`src/hw/rtl/cit_pkg.sv`:
```
`timescale 1ns / 1ps
package cit_pkg;

  localparam int unsigned IdW          = 29;
  localparam int unsigned CountW       = 4;
  localparam int unsigned DataW        = 64;
  localparam int unsigned HitsW        = 32;
  localparam int unsigned SlotW        = 7;
  localparam int unsigned ApbAddrW     = 3;
  localparam int unsigned ApbDataW     = 32;
  localparam int unsigned DefTableDepth = 128;

  localparam logic [CountW-1:0] MaxBytes = CountW'(8);
  localparam logic [HitsW-1:0]  HitsMax  = '1;

  typedef struct packed {
    logic [IdW-1:0]    frame_id;
    logic [CountW-1:0] byte_count;
    logic [DataW-1:0]  payload;
  } cit_req_t;

  typedef struct packed {
    logic             tracked;
    logic [SlotW-1:0] slot;
    logic             first_seen;
    logic             changed;
    logic [HitsW-1:0] hit_count;
  } cit_rsp_t;

  typedef struct packed {
    logic [IdW-1:0] command_id_a;
    logic [IdW-1:0] command_id_b;
  } cit_cfg_t;

  typedef struct packed {
    logic [HitsW-1:0] hits;
    logic [DataW-1:0] bytes;
  } cit_entry_t;

  typedef enum logic [0:0] {
    RegCmdA,
    RegCmdB
  } cit_reg_e;

  typedef enum logic [1:0] {
    StIdle,
    StScan,
    StRead,
    StUpdate
  } cit_state_e;

  // Mask covering the low n bytes of the payload.
  function automatic logic [DataW-1:0] byte_mask(input logic [CountW-1:0] n);
    logic [DataW-1:0] m;
    m = '0;
    for (int b = 0; b < DataW / 8; b++) begin
      m[b*8 +: 8] = {8{CountW'(b) < n}};
    end
    return m;
  endfunction

endpackage

```
`src/hw/rtl/cit_update.sv`:
```
`timescale 1ns / 1ps
module cit_update (
  input  cit_pkg::cit_req_t   req_i,
  input  cit_pkg::cit_cfg_t   cfg_i,
  input  cit_pkg::cit_entry_t old_i,
  input  logic                fresh_i,
  output cit_pkg::cit_entry_t new_o,
  output logic                changed_o
);
  import cit_pkg::*;

  cit_entry_t           old;
  logic [CountW-1:0]    len;
  logic [CountW-1:0]    cmp_len;
  logic                 is_cmd;
  logic [DataW-1:0]     cmp_mask;
  logic [DataW-1:0]     st_mask;

  always_comb begin
    // A new entry has never been written since reset: it reads as zero.
    old     = fresh_i ? '0 : old_i;
    len     = (req_i.byte_count > MaxBytes) ? MaxBytes : req_i.byte_count;
    is_cmd  = (req_i.frame_id == cfg_i.command_id_a) ||
              (req_i.frame_id == cfg_i.command_id_b);
    cmp_len = (is_cmd && len > CountW'(1)) ? len - CountW'(1) : len;
    cmp_mask = byte_mask(cmp_len);
    st_mask  = byte_mask(len);

    changed_o   = |((old.bytes ^ req_i.payload) & cmp_mask);
    new_o.bytes = (old.bytes & ~st_mask) | (req_i.payload & st_mask);
    new_o.hits  = (old.hits == HitsMax) ? old.hits : old.hits + HitsW'(1);
  end

endmodule
```
`config.mk`:
```
export PLATFORM = sky130hd
export DESIGN_NAME = cit_update
export DESIGN_NICKNAME = d
export VERILOG_FILES = /design/src/hw/rtl/cit_pkg.sv /design/src/hw/rtl/cit_update.sv
export SDC_FILE = /design/constraint.sdc
export NUM_CORES = 1
export LEC_CHECK = 0
export ABC_AREA = 0
export BUFFER_PORTS_ARGS = -buffer_cell sky130_fd_sc_hd__buf_2
export CORE_AREA = 10 10 129 131
export DETAILED_ROUTE_END_ITERATION = 6
export DIE_AREA = 0 0 139 141
export GPL_TIMING_DRIVEN = 1
export PLACE_DENSITY = 0.76
export SLEW_MARGIN = 30
export SYNTH_ARGS = -nofsm -noshare
export SYNTH_HDL_FRONTEND = slang
export SYNTH_SLANG_ARGS = --single-unit
```
`constraint.sdc`:
```
create_clock -name vclk -period 4.1
set_input_delay 0.205 -clock vclk [all_inputs]
set_output_delay 0.205 -clock vclk [all_outputs]
set_load 0.05 [all_outputs]
```
[Word level (Yosys, flattened, before mapping)]
Cells that the tools add are included.
Operators by class
  add/sub/neg operators: 2
  order comparisons: 18
  eq/ne operators: 3
  multiplexer cells: 4
  bitwise logic cells: 6
  reductions and logical operators: 3
Operator list (number)
  $and A64 B64 Y64: 3
  $mux W96: 1
  $not A64 Y64: 1
  $or A64 B64 Y64: 1
  $reduce_or A64 Y1: 1
  $xor A64 B64 Y64: 1
  $eq A29 B29 Y1: 2
  $add A32 B1 Y32 const B: 1
  $eq A32 B32 Y1 const B: 1
  $lt A3 B4 Y1 const A: 8
  $mux W32: 1
  $lt A1 B4 Y1 const A: 4
  $lt A2 B4 Y1 const A: 4
  $mux W4: 2
  $gt A4 B1 Y1 const B: 1
  $gt A4 B4 Y1 const B: 1
  $sub A4 B1 Y4 const B: 1
  $logic_and A1 B1 Y1: 1
  $logic_or A1 B1 Y1: 1
Word-level totals
  register bits: 0
  input port bits: 252
  output and inout port bits: 97

[Longest topological paths before layout]
  word-level depth: 8
  mapped depth: 15
  gate-level depth less buffers: 11

[Worst setup path before layout]
OpenSTA, ideal clock, no wires.
  path kind: in2out
  from: input port fresh_i
  to: output port new_o[93] in the netlist's numbering
  arrival: 3.580 ns
  required time: 3.895 ns
  slack: 0.315 ns
  stages: 15
  buffers on the path: 4
  cells stage by stage: buf_2 -> buf_2 -> buf_1 -> clkbuf_1 -> nor2b_1 -> ha_1 -> and3b_1 -> nand4_1 -> or4_4 -> nand4_4 -> nor4_2 -> nor2b_4 -> nor3b_1 -> xnor2_1 -> nor2_1
RTL lines
  start, declared: RTL line cit_update.sv:6  | input logic fresh_i,
  end, declared: RTL line cit_update.sv:7  | output cit_pkg::cit_entry_t new_o,

==> impl_metrics.yaml <==
outcome:
  status: "completed"
cells_and_area:
  regArea_um2: 0
  design_area_um2: 6100
  fin_nets: 1280
  syn2layout_area_growth_pct: 45.2
  n_antenna_cell: 0
  clock_buffers: 0
  fill_cells: 1516
  layout-drive-gt1-share: 0.355
  seq_cell_count: 0
setup_path:
  crit_path_cell_trace: "buf_4 -> nor2b_1 -> ha_1 -> and3b_1 -> nand4_1 -> or4_4 -> nand4_4 -> nor4_2 -> nor2b_4 -> nor3b_1 -> xnor2_1 -> nor2_1 -> buf_2"
  cp-start-kind: "input pin"
  critical_path_peak_fanout: 54
  slowest_stage: "nor4_2"
  crit_type: "input pin to output port"
  critical_path_arrival_ns: 3.22
  end_kind: "output port"
  crit_required_ns: 3.89
  slowest_delay_ns: 0.46
floorplanning:
  dieArea_um2: 19600
  die_w_um: 139
  ios: 349
  start_util: 0.296
  core_um2: 14200
  row_count: 44
  die_h_um: 141
placed_design:
  dpl_cell_area_um2: 6100
  port-buffer-count: 349
  hpwlAfterDp_mm: 17.4
  gp_congestion: 0.987
worst_hold_path:
  hold_class: "input pin to output port"
cts:
  cts_resized: 0
  cts_hold_buf: 0
  post_cts_buffers: 0
sta:
  final_hold_viol_count: 0
  period_share: 0.835
  finalCriticalPeriod_ns: 3.42
  slew_headroom: 0.633
  tightest_slew_ns: 0.548
  tns_ns: 0
  drv_slew: 0
  finalSetupViolCount: 0
  clock.fmax_ghz: 0.292
  rsz0062_at_grt: "no"
route:
  wl_per_cell_um: 16.5
  drc: 0
  drt_wl_total_mm: 19.9
  via_per_inst: 5.04
  first_pass_iters: 4
  vias: 6074
  ant_nets: 0
  drtIter0Drc: 232
grt:
  grt_max_degree: 55
  grt_pass1_vias: 5859
  grt.total_usage: 0.181
  grt_pass1_wl_mm: 30.4
  antenna_found_initial: 0
  grt_overflow: 0
pwr:
  ir_worst_vdd_mv: 0.0846
  p_sw_uw: 554
  powerDensity_nw_per_um2: 137
  sequentialPowerShare: 0
  leakage_uw: 0.00289
  swShare: 0.664
  pwr-share-clk: 0
  p_comb_frac: 1.000
  p_int_uw: 280
synthesis:
  syn_avg_cell_area_um2: 6.02
  netlist_instances: 697
  syn_nets: 954
  syn-cell-area_um2: 4200
  synth_cell_type_count: 50
  ys_warn_count: 0
  ys_seq_area_frac: 0
flow_run:
  cap_violations: 0
## metrics by stage
| step | instances | hold WS [ns] | setup WS (ns) | total power, µW | utilization |
|---|---|---|---|---|---|
| after floorplan | 697 | 0.689 | 0.315 | 511 | - |
| after global placement | 1205 | 0.822 | 0.795 | 824 | 0.429 |
| after detailed placement | 1205 | 0.826 | 0.714 | 831 | 0.429 |
| after CTS | 1205 | 0.827 | 0.700 | 834 | 0.429 |
| after global routing | 1205 | 0.864 | 0.387 | 902 | 0.429 |
| final | 1205 | 0.825 | 0.678 | 833 | 0.429 |
## synthesized netlist by cell type, types with 2 or more instances
library cell   n  share of area
xor2_1        72           0.15
nand2b_1      54          0.080
nand3_1       10          0.012
and4_1         2         0.0042
a21oi_1        8         0.0095
xnor2_1       48           0.10
a211oi_1       2         0.0036
a21o_1         2         0.0036
mux2_1         2         0.0054
nand3b_1      13          0.023
nor2b_1        9          0.013
nor3_1        30          0.036
o32ai_1       26          0.054
nor4_1        14          0.021
o21ai_1        7         0.0083
ha_1           5          0.015
clkbuf_1      20          0.018
nor2_1        99          0.089
mux2i_1        2         0.0048
a22o_1         7          0.015
o21ai_0       60          0.072
inv_1         13          0.012
nand2_1       95          0.085
or3_1          4         0.0060
buf_1          5         0.0045
nand4_1       20          0.030
buf_2          5         0.0060
a31oi_1       34          0.051
nor4bb_1       8          0.019
## kinds of logic (layout without fill, tap and decap cells)
logic type               after synthesis  in the layout  share of synthesized area
AND/OR/NAND/NOR                      371            371                      0.451
AO/OA/AOI/OAI                        153            153                      0.231
XOR/XNOR                             120            120                      0.250
buffers and inverters                 43            367                     0.0399
adder cells (fa/ha/maj)                5              5                     0.0149
multiplexers                           5              5                     0.0128
## final cells by class
type	instances	area (µm²)	area share
repair buffers	354	1790	0.293
inverters	13	48.8	0.00800
multi-input cells	654	4030	0.661
well taps	184	230	0.0378
## routing by layer
| metal | vias up | track usage | part of all wire |
|---|---|---|---|
| met5 | - | 0 | 0 |
| met4 | 0 | 0.0242 | 0.013 |
| met3 | 20 | 0.0501 | 0.084 |
| met2 | 236 | 0.319 | 0.49 |
| met1 | 2682 | 0.218 | 0.42 |
| li1 | 3136 | - | - |
## power groups by stage
stage	combinational [µW]	clock, µW	sequential [µW]
after floorplan	511	0	0
after global placement	824	0	0
after detailed placement	831	0	0
after CTS	834	0	0
after global routing	902	0	0
final	833	0	0
## worst max-delay path, delay by kind of cell
family	cells	cell delay, ns
xor gates and xnor gates	1	0.10
adders and majority gates	1	0.26
buffers and inverters	2	0.66
and+or+nand+nor	9	1.97
## cell usage in the layout (no fill, tap or decap), types with 2 or more instances in the layout
master,netlist,final
nand2_1,95,95
and4_1,2,2
nand3b_1,13,13
nand3_1,10,10
nor2b_1,9,9
a22o_1,7,7
a21oi_1,8,8
inv_1,13,13
a21o_1,2,2
buf_4,0,6
xor2_1,72,72
a31oi_1,34,34
nor4bb_1,8,8
nor2_1,99,99
mux2_1,2,2
nor4_1,14,14
nand2b_1,54,54
ha_1,5,5
o21ai_1,7,8
o32ai_1,26,26
or3_1,4,4
mux2i_1,2,2
a211oi_1,2,2
buf_2,5,348
nand4_1,20,20
nor3_1,30,30
xnor2_1,48,48
o21ai_0,60,59
## final timing paths
kind	from	to	slack [ns]	cells past startpoint
max	fresh_i	new_o[93]	0.68	13
min	req_i[26]	new_o[26]	0.83	4
No activity file was read; power rests on OpenSTA's default activity.
