===== config.mk =====
export PLATFORM = sky130hd
export DESIGN_NAME = cit_apb_regs
export DESIGN_NICKNAME = d
export VERILOG_FILES = /design/src/hw/rtl/cit_pkg.sv /design/src/hw/rtl/cit_apb_regs.sv
export SDC_FILE = /design/constraint.sdc
export NUM_CORES = 1
export LEC_CHECK = 0
export BUFFER_PORTS_ARGS = -buffer_cell sky130_fd_sc_hd__buf_2
export CORE_MARGIN = 3
export CORE_UTILIZATION = 35
export DETAILED_ROUTE_END_ITERATION = 16
export PLACE_DENSITY = 0.63
export SYNTH_ARGS = -nofsm -noshare
export SYNTH_HDL_FRONTEND = slang
export SYNTH_SLANG_ARGS = --single-unit

===== constraint.sdc =====
create_clock -name clk_i -period 1.1 [get_ports clk_i]
set_input_delay 0.165 -clock clk_i [delete_from_list [all_inputs] [get_ports clk_i]]
set_output_delay 0.165 -clock clk_i [all_outputs]
set_load 0.05 [all_outputs]

===== src/hw/rtl/cit_pkg.sv =====
`timescale 1ns / 1ps
package cit_pkg;

  localparam int unsigned IdW          = 29;
  localparam int unsigned CountW       = 4;
  localparam int unsigned DataW        = 64;
  localparam int unsigned HitsW        = 32;
  localparam int unsigned SlotW        = 7;
  localparam int unsigned ApbAddrW     = 3;
  localparam int unsigned ApbDataW     = 32;
  localparam int unsigned DefTableDepth = 128;

  localparam logic [CountW-1:0] MaxBytes = CountW'(8);
  localparam logic [HitsW-1:0]  HitsMax  = '1;

  typedef struct packed {
    logic [IdW-1:0]    frame_id;
    logic [CountW-1:0] byte_count;
    logic [DataW-1:0]  payload;
  } cit_req_t;

  typedef struct packed {
    logic             tracked;
    logic [SlotW-1:0] slot;
    logic             first_seen;
    logic             changed;
    logic [HitsW-1:0] hit_count;
  } cit_rsp_t;

  typedef struct packed {
    logic [IdW-1:0] command_id_a;
    logic [IdW-1:0] command_id_b;
  } cit_cfg_t;

  typedef struct packed {
    logic [HitsW-1:0] hits;
    logic [DataW-1:0] bytes;
  } cit_entry_t;

  typedef enum logic [0:0] {
    RegCmdA,
    RegCmdB
  } cit_reg_e;

  typedef enum logic [1:0] {
    StIdle,
    StScan,
    StRead,
    StUpdate
  } cit_state_e;

  // Mask covering the low n bytes of the payload.
  function automatic logic [DataW-1:0] byte_mask(input logic [CountW-1:0] n);
    logic [DataW-1:0] m;
    m = '0;
    for (int b = 0; b < DataW / 8; b++) begin
      m[b*8 +: 8] = {8{CountW'(b) < n}};
    end
    return m;
  endfunction

endpackage


===== src/hw/rtl/cit_apb_regs.sv =====
`timescale 1ns / 1ps
module cit_apb_regs (
  input  logic                          clk_i,
  input  logic                          rst_ni,
  input  logic                          psel,
  input  logic                          penable,
  input  logic                          pwrite,
  input  logic [cit_pkg::ApbAddrW-1:0]  paddr,
  input  logic [cit_pkg::ApbDataW-1:0]  pwdata,
  output logic [cit_pkg::ApbDataW-1:0]  prdata,
  output logic                          pready,
  output cit_pkg::cit_cfg_t             cfg_o
);
  import cit_pkg::*;

  cit_cfg_t cfg_q, cfg_d;
  cit_reg_e sel;
  logic     wr_en;

  assign pready = 1'b1;
  assign sel    = cit_reg_e'(paddr[2]);
  assign wr_en  = psel && penable && pwrite && pready;

  always_comb begin
    cfg_d = cfg_q;
    if (wr_en) begin
      unique case (sel)
        RegCmdA: cfg_d.command_id_a = pwdata[IdW-1:0];
        RegCmdB: cfg_d.command_id_b = pwdata[IdW-1:0];
        default: cfg_d = cfg_q;
      endcase
    end
  end

  always_comb begin
    unique case (sel)
      RegCmdA: prdata = ApbDataW'(cfg_q.command_id_a);
      RegCmdB: prdata = ApbDataW'(cfg_q.command_id_b);
      default: prdata = '0;
    endcase
  end

  always_ff @(posedge clk_i or negedge rst_ni) begin
    if (!rst_ni) begin
      cfg_q <= '0;
    end else begin
      cfg_q <= cfg_d;
    end
  end

  assign cfg_o = cfg_q;

endmodule


---- Yosys cells after proc, flatten, opt, wreduce, memory -nomap -nowiden ----
Index checks and enable logic that the tools add are counted.
cells by class
  mux-type cells .......................... 1
  bitwise operators ....................... 1
  reductions and logical operators ........ 4
operators with widths
  kind                                 number
  one-hot mux 32 bit (2 select lines)  1
  AND reduction 2 bit                  2
  logical AND 1 bit                    2
  NOT 1 bit                            1
storage, ports and cells
  register bits ........................... 58
  bits of input ports ..................... 40
  output and inout port bits .............. 91
  logic and storage cells ................. 8

---- Logic depth before layout (Yosys ltp) ----
Gate-level depths: netlist of the first run.
  word-level depth ........................ 3
  gate-level depth with buffers ........... 4
  gate-level depth less buffers ........... 2

---- Least setup slack after synthesis of the first run ----
OpenSTA, ideal clock, no wires.
  kind .................................... flip-flop to output port
  start ................................... register cfg_q (netlist bit cfg_o[18])
  end ..................................... output port prdata[18] (netlist name)
  arrival ................................. 1.038 ns
  required time ........................... 0.935 ns
  setup slack ............................. -0.103 ns
  cell stages (with the launch flop) ...... 2
  buffers on the path ..................... 0
  cells stage by stage .................... dfrtp_1 > mux2_2
between the ends
  longest elaborated chain between the ends .. 1
ends and longest elaborated chain
  item                                 RTL line            text
  from (decl)                          cit_apb_regs.sv:16  cit_cfg_t cfg_q, cfg_d;
  from (signal assigned)               cit_apb_regs.sv:47  cfg_q <= cfg_d;
  one-hot mux 32 bit (2 select lines)  cit_apb_regs.sv:36  unique case (sel)
  to (decl)                            cit_apb_regs.sv:10  output logic [cit_pkg::ApbDataW-1:0] prdata,
No other way between the ends. The select of a mux whose other input is x is not followed.

---- Final worst setup path of the first run ----
  start ................................... register cfg_q (netlist bit cfg_o[44])
  end ..................................... output port prdata[15] (netlist name)
Same word-level chain as after synthesis.

==> out/metrics.cfg, run 1 <==
[die]
fp.dieH_microns=92.9
io_pins=131
core_sq_mm=0.00729
start_util_pct=36.2
rows=31
die_w_microns=92.9
dieArea_sq_mm=0.00863

[worst_setup_path]
cp_max_fo=2
max_stage_delay_ns=0.42
arrival_ns=1.21
worstRegToRegCells=4
crit-reg2reg-launch=cfg_o[40]$_DFFE_PN0P_
rr_endpoint=cfg_o[40]$_DFFE_PN0P_
rrSetupSlack_ns=0
crit_type=flop to primary output
slowest_stage=dfrtp_2
crit_required_ns=0.94
start_kind=flop
end_kind=primary output
crit_chain=mux2_2 -> buf_6

[cts]
root_buffer=clkbuf_8
cts_buffer_depth=2
path_clk_slew_ns=0.07
cts_made_buffers=9
cts_sinks=58
h-tree-depth=3
cts_tree=done
clk_latency_ns=0.33

[synth]
synthTopCellsByArea=dfrtp_1, mux2_2, mux2_4, buf_4, buf_6
post-synth-top-area-fraction_pct=54.9
yosysTopAreaCell=dfrtp_1
netlist_area_sq_mm=0.00264
synth_seq_area_share_pct=54.9
yosysWarnings=0
synth_seq_cells=58
synth_cells=162
synth.avg_cell_area_sq_um=16.3
synth.distinct_cells=9

[place]
placed_cells=389
place_congestion=0.774
port_buffers=121
dp_hpwl_microns=4670
dpl_cell_area_sq_mm=0.00361

[sta]
hold_violations=0
rsz0062_at_grt=yes
setup_viol=73
post-route-min-period_ns=1.38
fmax_ghz=0.726
setup_ws_ns=-0.276
worst_clock_skew_ns=0
drv_slew=0
post-route-period-util_pct=125

[routing]
ant_nets=0
drc_errors=0
vias_per_cell=4.56
dr.pass1.iters=3
post_drt_wl_per_cell_microns=18.4
routed.top_layer=met4
drtIter0Drc=30
num_vias=2078
wl_met2_microns=4720
wl_met3_microns=475
routed_wl_microns=8370
drt-met1-wl_microns=3020

[flow_run]
cap_viol_max_count=0

[worst_hold_path]
hold_class=primary input to flop
whs_path_depth=2
hold_end=cfg_o[24]$_DFFE_PN0P_
min-delay-start=pwdata[24]

[finish]
register_area_sq_mm=0.00152
postLayoutCoreUtil_pct=71.7
largest_reg_flops=58
drive_above_1_share_pct=98.0
antenna_cells=0
area_growth_pct=97.8
fin_area_sq_mm=0.00523
fin_cells=456
multi_input_area_sq_mm=0.00119
fill_cells=486
nNetsFinal=392

[run_status]
run_status=finished, violations left
violations=setup timing

[global_routing]
grt_pass1_vias=2308
grt_usage_pct=19.5
grt_pass1_wl_microns=12700
grt-ovfl-total=0
antenna_found_initial=0
grt_max_degree=39

[power]
power_frac_comb_pct=56.4
p_leak_nw=2.52
clkPwrFrac_pct=19.4
vdd_drop_max_v=0.00126
p_switching_w=0.00513
power_density_mw_per_mm2=2460
swShare_pct=39.9
power_frac_seq_pct=24.2
p_int_w=0.00773

-- power groups by stage --
stage,sequential [W],combinational [W],clock (W)
after floorplan,0.00473,0.00191,0
after global placement,0.00306,0.00463,0
after detailed placement,0.00308,0.00466,0
after CTS,0.00308,0.00666,0.00254
after global routing,0.00316,0.00752,0.00266
final,0.00311,0.00726,0.00249
-- how the worst max path moves through the flow --
stage	slack, ns	cells after the start	start	endpoint
2_1_floorplan	-0.07	3	paddr[2]	prdata[18]
3_3_place_gp	-0.17	4	paddr[2]	prdata[15]
3_5_place_dp	-0.18	4	paddr[2]	prdata[11]
4_1_cts	-0.26	2	cfg_o[32]$_DFFE_PN0P_	prdata[3]
5_1_grt	-0.31	2	cfg_o[14]$_DFFE_PN0P_	prdata[14]
6_report	-0.28	2	cfg_o[44]$_DFFE_PN0P_	prdata[15]
-- cells in the mapped netlist --
cell / instances
conb_1: 2
nand4b_4: 1
nand4_1: 1
dfrtp_1: 58
mux2_2: 67
buf_6: 3
mux2_4: 20
buf_2: 4
buf_4: 6
-- per-stage QoR --
step                      worst slack [ns]  setup TNS (ns)  hold slack (ns)  total power (W)
after CTS                           -0.261          -10.52           0.0548           0.0123
final                               -0.276          -10.62           0.0713           0.0129
after global placement              -0.166          -11.26            0.159          0.00769
after floorplan                    -0.0720         -0.0720           -0.131          0.00663
after detailed placement            -0.184          -13.03            0.175          0.00774
after global routing                -0.312          -13.49           0.0571           0.0133
-- critical path, delay by kind of cell, from the launching register on --
kind	cells	cell delay (ns)
buffers and inverters	1	0.16
DFF	1	0.42
muxes	1	0.29
-- metal layers --
metal	track usage [%]	vias up
met2	35.4	79
met5	0	-
met4	7.08	0
met1	21.6	1030
met3	5.28	14
li1	-	955
-- logic make-up (layout without fill, tap and decap cells) --
family        count (synthesis)  after routing  share of synthesized area [%]
flops                        58             58                           54.9
buf+inv                      13            206                           3.74
mux                          87             87                           39.9
other cells                   2              4                          0.284
simple gates                  2              2                           1.14
-- placed cells by master (no fill, tap or decap) --
cell type	Yosys	routed
buf_12	0	7
buf_2	4	34
clkinvlp_4	0	1
mux2_2	67	44
dlygate4sd3_1	0	1
mux2_4	20	43
conb_1	2	4
buf_6	3	71
clkbuf_1	0	1
buf_4	6	18
clkbuf_8	0	11
dfrtp_2	0	58
nand4_1	1	1
nand4b_4	1	1
buf_8	0	59
bufinv_16	0	3
-- final cells by class --
type                    count  share of cell area [%]
clock buffers              12                    2.97
clock inverters             4                    1.87
multi-input cells          93                    22.7
flip-flops and latches     58                    29.2
well taps                  99                    2.37
repair buffers            190                    41.0
-- timing repair --
action | in CTS | in global routing
setup buffers | 33 | 39
endpoints found under the setup margin | 87 | 84
gates resized for setup | 245 | 68
endpoints found under the hold margin | 58 | 0
hold buffers | 1 | 0
Note: power is estimated with default switching activity, not from simulation.
==> inputs of run 2 (changes only) <==
--- a/config.mk
+++ b/config.mk
@@ -7,9 +7,9 @@
 export LEC_CHECK = 0
 export BUFFER_PORTS_ARGS = -buffer_cell sky130_fd_sc_hd__buf_2
 export CORE_MARGIN = 3
-export CORE_UTILIZATION = 35
+export CORE_UTILIZATION = 46
 export DETAILED_ROUTE_END_ITERATION = 16
-export PLACE_DENSITY = 0.63
+export PLACE_DENSITY = 0.79
 export SYNTH_ARGS = -nofsm -noshare
 export SYNTH_HDL_FRONTEND = slang
 export SYNTH_SLANG_ARGS = --single-unit
==> run 2 against run 1 <==
The flow now stops in 5_1_grt. Synthesized cell count unchanged. Synthesized area is the same.
==> out/metrics.cfg, run 2 <==
[global_routing]
grt_usage_pct=73.4
grt-ovfl-total=58
antenna_found_initial=1
grt_max_degree=59

[synth]
netlist_area_sq_mm=0.00264
synthTopCellsByArea=dfrtp_1, mux2_2, mux2_4, buf_4, buf_6
yosysWarnings=0
yosysTopAreaCell=dfrtp_1
synthArstFlopShare_pct=100
synth.distinct_cells=9
synth_seq_cells=58
synth.avg_cell_area_sq_um=16.3
synth_seq_area_share_pct=54.9
synth_cells=162
yosys.cell_count.top_type=mux2_2
synth_common_cells=mux2_2, dfrtp_1, mux2_4, buf_4, buf_2
post-synth-top-area-fraction_pct=54.9
synth_edf_count=0
synthFlopType=dfrtp_1

[place]
port_buffers=121
dp_hpwl_microns=4370
place_congestion=0.733

[run_status]
tool.error=[ERROR GRT-0232] Routing congestion too high. Check the congestion heatmap in the GUI.
stop_stage=5_1_grt
run_status=aborted with a tool error

[sta]
endpoint_type=top-level output
worst_endpoint=prdata[1]

[cts]
cts_buffer_depth=2
cts_made_buffers=9
cts_sinks=58
root_buffer=clkbuf_8
h-tree-depth=3

[die]
io_pins=131
rows=26
fp.dieH_microns=81.8
start_util_pct=49.5
die_w_microns=81.8

-- run 2: cell counts after synthesis --
Identical to the previous run, type by type.
-- run 2: metal layers --
| metal | GRT usage (%) | overflow |
|---|---|---|
| met3 | 56.8 | 4 |
| met5 | 19.2 | 0 |
| met4 | 77.2 | 21 |
| met1 | 73.0 | 2 |
| met2 | 89.4 | 31 |
-- run 2: stage by stage --
step / area, sq um / cells / worst slack, ns / hold slack, ns
3_5_place_dp: 3540 / 355 / -0.147 / 0.193
3_3_place_gp: 3540 / 355 / -0.126 / 0.187
4_1_cts: 4830 / 405 / -0.264 / 0.0630
2_1_floorplan: 2760 / 164 / -0.0720 / -0.131
-- run 2: logic make-up after synthesis --
logic type | count (synthesis) | share of synthesized area [%]
multiplexers | 87 | 39.9
flip-flops | 58 | 54.9
buffers and inverters | 13 | 3.74
AND/OR/NAND/NOR | 2 | 1.14
other | 2 | 0.284
-- run 2: repair_timing --
action,in CTS
hold endpoints to repair,58
resized for setup,262
setup endpoints to repair,87
setup buffers,33
hold buffers,1
==> inputs of run 3 (changes only) <==
--- a/config.mk
+++ b/config.mk
@@ -7,9 +7,9 @@
 export LEC_CHECK = 0
 export BUFFER_PORTS_ARGS = -buffer_cell sky130_fd_sc_hd__buf_2
 export CORE_MARGIN = 3
-export CORE_UTILIZATION = 46
+export CORE_UTILIZATION = 40
 export DETAILED_ROUTE_END_ITERATION = 16
-export PLACE_DENSITY = 0.79
+export PLACE_DENSITY_LB_ADDON = 0.15
 export SYNTH_ARGS = -nofsm -noshare
 export SYNTH_HDL_FRONTEND = slang
 export SYNTH_SLANG_ARGS = --single-unit
==> run 3 against run 2 <==
The flow now finishes, with violations (setup timing).
==> out/metrics.cfg, run 3 (synthesized netlist as in run 1, its figures left out) <==
[cts]
cts_made_buffers=9
clk_latency_ns=0.33
h-tree-depth=3
path_clk_slew_ns=0.06
cts_sinks=58
root_buffer=clkbuf_8
cts_buffer_depth=2
cts_tree=done

[die]
fp.dieH_microns=87.3
rows=28
io_pins=131
die_w_microns=87.3
start_util_pct=42.9
core_sq_mm=0.00617
dieArea_sq_mm=0.00762

[sta]
rsz0062_at_grt=yes
setup_ws_ns=-0.267
drv_slew=0
fmax_ghz=0.732
post-route-period-util_pct=124
worst_clock_skew_ns=0
setup_viol=75
post-route-min-period_ns=1.37
hold_violations=0

[global_routing]
grt-ovfl-total=0
grt_max_degree=59
gr-max-usage-layer=met2
use_met1_pct=24.6
met3_usage_pct=7.10
grt_usage_pct=20.4
grt_pass1_vias=2230
antenna_found_initial=0
grt_pass1_wl_microns=11700
met2_usage_pct=34.9

[worst_setup_path]
cp_max_fo=3
crit_required_ns=0.94
arrival_ns=1.20
start_kind=flop
crit_type=flop to primary output
end_kind=primary output

[power]
vdd_drop_max_v=0.00167
p_leak_nw=2.50
power_density_mw_per_mm2=2410

[finish]
final_common_cell=buf_8
largest_reg_flops=58
antenna_cells=0
drive_above_1_share_pct=97.5
fin_cells=428
final_cell_mix=buf_8, buf_6, dfrtp_2
postLayoutCoreUtil_pct=83.3
area_growth_pct=94.4
nNetsFinal=388
fill_cells=306

[place]
place_congestion=0.722
dp_hpwl_microns=4010
dpl_worst_slack_ns=-0.155
port_buffers=121
placed_cells=357

[worst_hold_path]
hold_class=primary input to flop

[routing]
vias_per_cell=4.85
ant_nets=0
drc_errors=0
post_drt_wl_per_cell_microns=18.1
num_vias=2075
routed_wl_microns=7730
dr.pass1.iters=4
drtIter0Drc=71

[flow_run]
cap_viol_max_count=0

[run_status]
run_status=finished, violations left
violations=setup timing

==> run 3: through the flow <==
stage | TNS, ns | total power (W) | hold slack, ns | cell area, sq um
4_1_cts | -10.56 | 0.0118 | 0.0610 | 4830
5_1_grt | -13.50 | 0.0129 | 0.0568 | 5140
3_3_place_gp | -6.50 | 0.00763 | 0.196 | 3510
6_report | -10.06 | 0.0124 | 0.0796 | 5140
3_5_place_dp | -7.53 | 0.00768 | 0.195 | 3510
2_1_floorplan | -0.0720 | 0.00663 | -0.131 | 2760
==> run 3: final timing paths <==
path / from / endpoint / slack [ns] / cells past startpoint
max: cfg_o[32]$_DFFE_PN0P_ / prdata[3] / -0.27 / 2
max in group asynchronous: rst_ni / cfg_o[44]$_DFFE_PN0P_ / 0.46 / 3
min in group asynchronous: rst_ni / cfg_o[23]$_DFFE_PN0P_ / 0.36 / 3
min: pwdata[10] / cfg_o[10]$_DFFE_PN0P_ / 0.08 / 2
min reg2reg: cfg_o[47]$_DFFE_PN0P_ / cfg_o[47]$_DFFE_PN0P_ / 0.54 / 1
max reg2reg: cfg_o[2]$_DFFE_PN0P_ / cfg_o[2]$_DFFE_PN0P_ / 0.07 / 3
==> run 3: area by class of cell <==
type	instances	area (sq um)	share of cell area, %
clock inverter	2	35.0	0.682
timing repair buffer	186	2120	41.3
clock buffer	14	163	3.17
sequential	58	1520	29.7
tap	75	93.8	1.83
multi-input combinational	93	1200	23.4
==> run 3: timing repair <==
action / CTS / global route
gates resized for setup: 254 / 72
hold buffers: 1 / 0
buffers inserted: 35 / 45
hold endpoints to repair: 58 / 0
endpoints found under the setup margin: 87 / 87
==> run 3: where the power goes <==
group	leakage (nW)	internal [W]	switching [W]
logic	1.76	0.00348	0.00384
registers	0.633	0.00270	0.000414
clock network	0.101	0.00117	0.000785
==> run 3: critical path, cell delays in order, from the launching register on <==
cell and delay [ns]:
dfrtp_2 0.43, mux2_4 0.30, buf_8 0.15
==> run 3: metal layers <==
metal	vias to the layer above	share of wire, %
met2	78	55
met1	1044	38
li1	947	-
met3	6	6.0
met5	-	0
met4	0	0.89
==> inputs of run 4 (changes only) <==
--- a/config.mk
+++ b/config.mk
@@ -9,7 +9,7 @@
 export CORE_MARGIN = 3
 export CORE_UTILIZATION = 40
 export DETAILED_ROUTE_END_ITERATION = 16
-export PLACE_DENSITY_LB_ADDON = 0.15
+export PLACE_DENSITY = 0.82
 export SYNTH_ARGS = -nofsm -noshare
 export SYNTH_HDL_FRONTEND = slang
 export SYNTH_SLANG_ARGS = --single-unit
==> run 4 against run 3 <==
Utilization up 2.4 points. Count of clock-buffer cells in the layout down 3. Total power up 6.5%. Sequential share of layout area down 0.82 points. Setup slack worse by 0.0084 ns. The flow still finishes with violations (setup timing). Critical endpoint is now prdata[15]. Global-route usage up 1.5 points. Sequential power about the same. Largest power group unchanged. Combinational power up 3.1%. Critical path depth unchanged.
==> out/metrics.cfg, run 4 (synthesized netlist as in run 1, its figures left out) <==
[run_status]
violations=setup timing
run_status=finished, violations left

[sta]
hold_violations=0
setup_viol=81
worst_clock_skew_ns=0
rsz0062_at_grt=yes
drv_slew=0
fmax_ghz=0.727
post-route-period-util_pct=125
tns_ns=-11.63
timing.hold.ws_ns=0.0687
post-route-min-period_ns=1.38
setup_ws_ns=-0.275

[cts]
path_clk_slew_ns=0.07
cts_sinks=58
clk_latency_ns=0.33
cts_buffer_depth=2
root_buffer=clkbuf_8
cts_made_buffers=9
cts_tree=done
h-tree-depth=3

[worst_setup_path]
rr_endpoint=cfg_o[24]$_DFFE_PN0P_
crit_chain=mux2_2 -> buf_6
crit-reg2reg-launch=cfg_o[24]$_DFFE_PN0P_
cp_max_fo=2
crit_type=flop to primary output
slowest_stage=dfrtp_2
end_kind=primary output
rrSetupSlack_ns=0.03
crit_required_ns=0.94
max_stage_delay_ns=0.42
start_kind=flop
arrival_ns=1.21
worstRegToRegCells=3

[power]
p_switching_w=0.00529
power_frac_seq_pct=23.7
clkPwrFrac_pct=19.1
p_leak_nw=2.58
power_frac_comb_pct=57.3
swShare_pct=40.2
power_density_mw_per_mm2=2500
vdd_drop_max_v=0.00201
p_int_w=0.00789

[die]
core_sq_mm=0.00617
fp.dieH_microns=87.3
start_util_pct=42.9
die_w_microns=87.3
dieArea_sq_mm=0.00762
rows=28
io_pins=131

[routing]
vias_per_cell=5.03
drc_errors=0
dr.pass1.iters=4
num_vias=2211
routed_wl_microns=9050
post_drt_wl_per_cell_microns=20.6
ant_nets=0
drtIter0Drc=92

[finish]
antenna_cells=0
fin_area_sq_mm=0.00528
drive_above_1_share_pct=98.4
fin_cells=440
largest_reg_flops=58
area_growth_pct=100
final_common_cell=buf_6
nNetsFinal=400
final_cell_mix=buf_6, buf_8, dfrtp_2

[place]
port_buffers=121
placed_cells=356
dpl_cell_area_sq_mm=0.00351
place_congestion=0.703
dp_hpwl_microns=4250

[worst_hold_path]
whs_path_depth=2
hold_end=cfg_o[26]$_DFFE_PN0P_
min-delay-start=pwdata[26]
hold_class=primary input to flop

[flow_run]
cap_viol_max_count=0

[global_routing]
grt_max_degree=59
antenna_found_initial=0
grt-ovfl-total=0
grt_pass1_wl_microns=12600
grt_pass1_vias=2304
grt_usage_pct=22.0

==> run 4: cell count changes in the layout (fill, tap and decap cells not counted), moves of 3 or more <==
cell / delta
buf_6: +8
buf_4: +7
buf_8: -5
mux2_2: +4
mux2_4: -4
clkbuf_1: -3
==> run 4: worst max-delay path by stage <==
stage	from	cells past startpoint	slack [ns]	to
2_1_floorplan	paddr[2]	3	-0.07	prdata[18]
3_3_place_gp	paddr[2]	4	-0.14	cfg_o[23]$_DFFE_PN0P_
3_5_place_dp	paddr[2]	4	-0.17	cfg_o[18]$_DFFE_PN0P_
4_1_cts	cfg_o[26]$_DFFE_PN0P_	2	-0.25	prdata[26]
5_1_grt	cfg_o[15]$_DFFE_PN0P_	2	-0.31	prdata[15]
6_report	cfg_o[15]$_DFFE_PN0P_	2	-0.28	prdata[15]
==> run 4: layer usage <==
layer | vias up | track usage, % | share of wire (%)
li1 | 968 | - | -
met1 | 1126 | 26.5 | 38
met2 | 103 | 39.0 | 54
met3 | 14 | 4.73 | 6.6
met4 | 0 | 6.69 | 1.4
met5 | - | 0 | 0
==> run 4: critical path, delay by kind of cell, from the launching register on <==
family                 cells  cell delay, ns
buffers and inverters      1            0.16
multiplexers               1            0.29
flip-flops                 1            0.42
==> run 4: stage by stage <==
| step | util [%] | worst slack (ns) | power (W) |
|---|---|---|---|
| 6_report | 85.7 | -0.275 | 0.0132 |
| 5_1_grt | 85.7 | -0.307 | 0.0136 |
| 4_1_cts | 80.0 | -0.254 | 0.0123 |
| 3_5_place_dp | 57.0 | -0.172 | 0.00766 |
| 3_3_place_gp | 57.0 | -0.142 | 0.00758 |
| 2_1_floorplan | - | -0.0720 | 0.00663 |
==> run 4: area by class of cell <==
class / count / area [sq um]
clock inverter: 5 / 100
sequential: 58 / 1520
multi-input combinational: 93 / 1190
tap: 75 / 93.8
clock buffer: 11 / 151
timing repair buffer: 198 / 2230
fill: 261 / 882
==> run 4: repair_timing <==
item,in CTS,in global routing
hold buffers,1,0
cloned,0,0
gates resized for setup,259,64
hold endpoints to repair,58,0
setup buffers,39,54
endpoints found under the setup margin,87,81
==> run 4: power groups by stage <==
stage	registers, W	logic (W)	clock network [W]
global route	0.00316	0.00779	0.00264
floorplan	0.00473	0.00191	0
global placement	0.00304	0.00454	0
detailed placement	0.00308	0.00458	0
finish	0.00312	0.00755	0.00252
CTS	0.00306	0.00678	0.00249
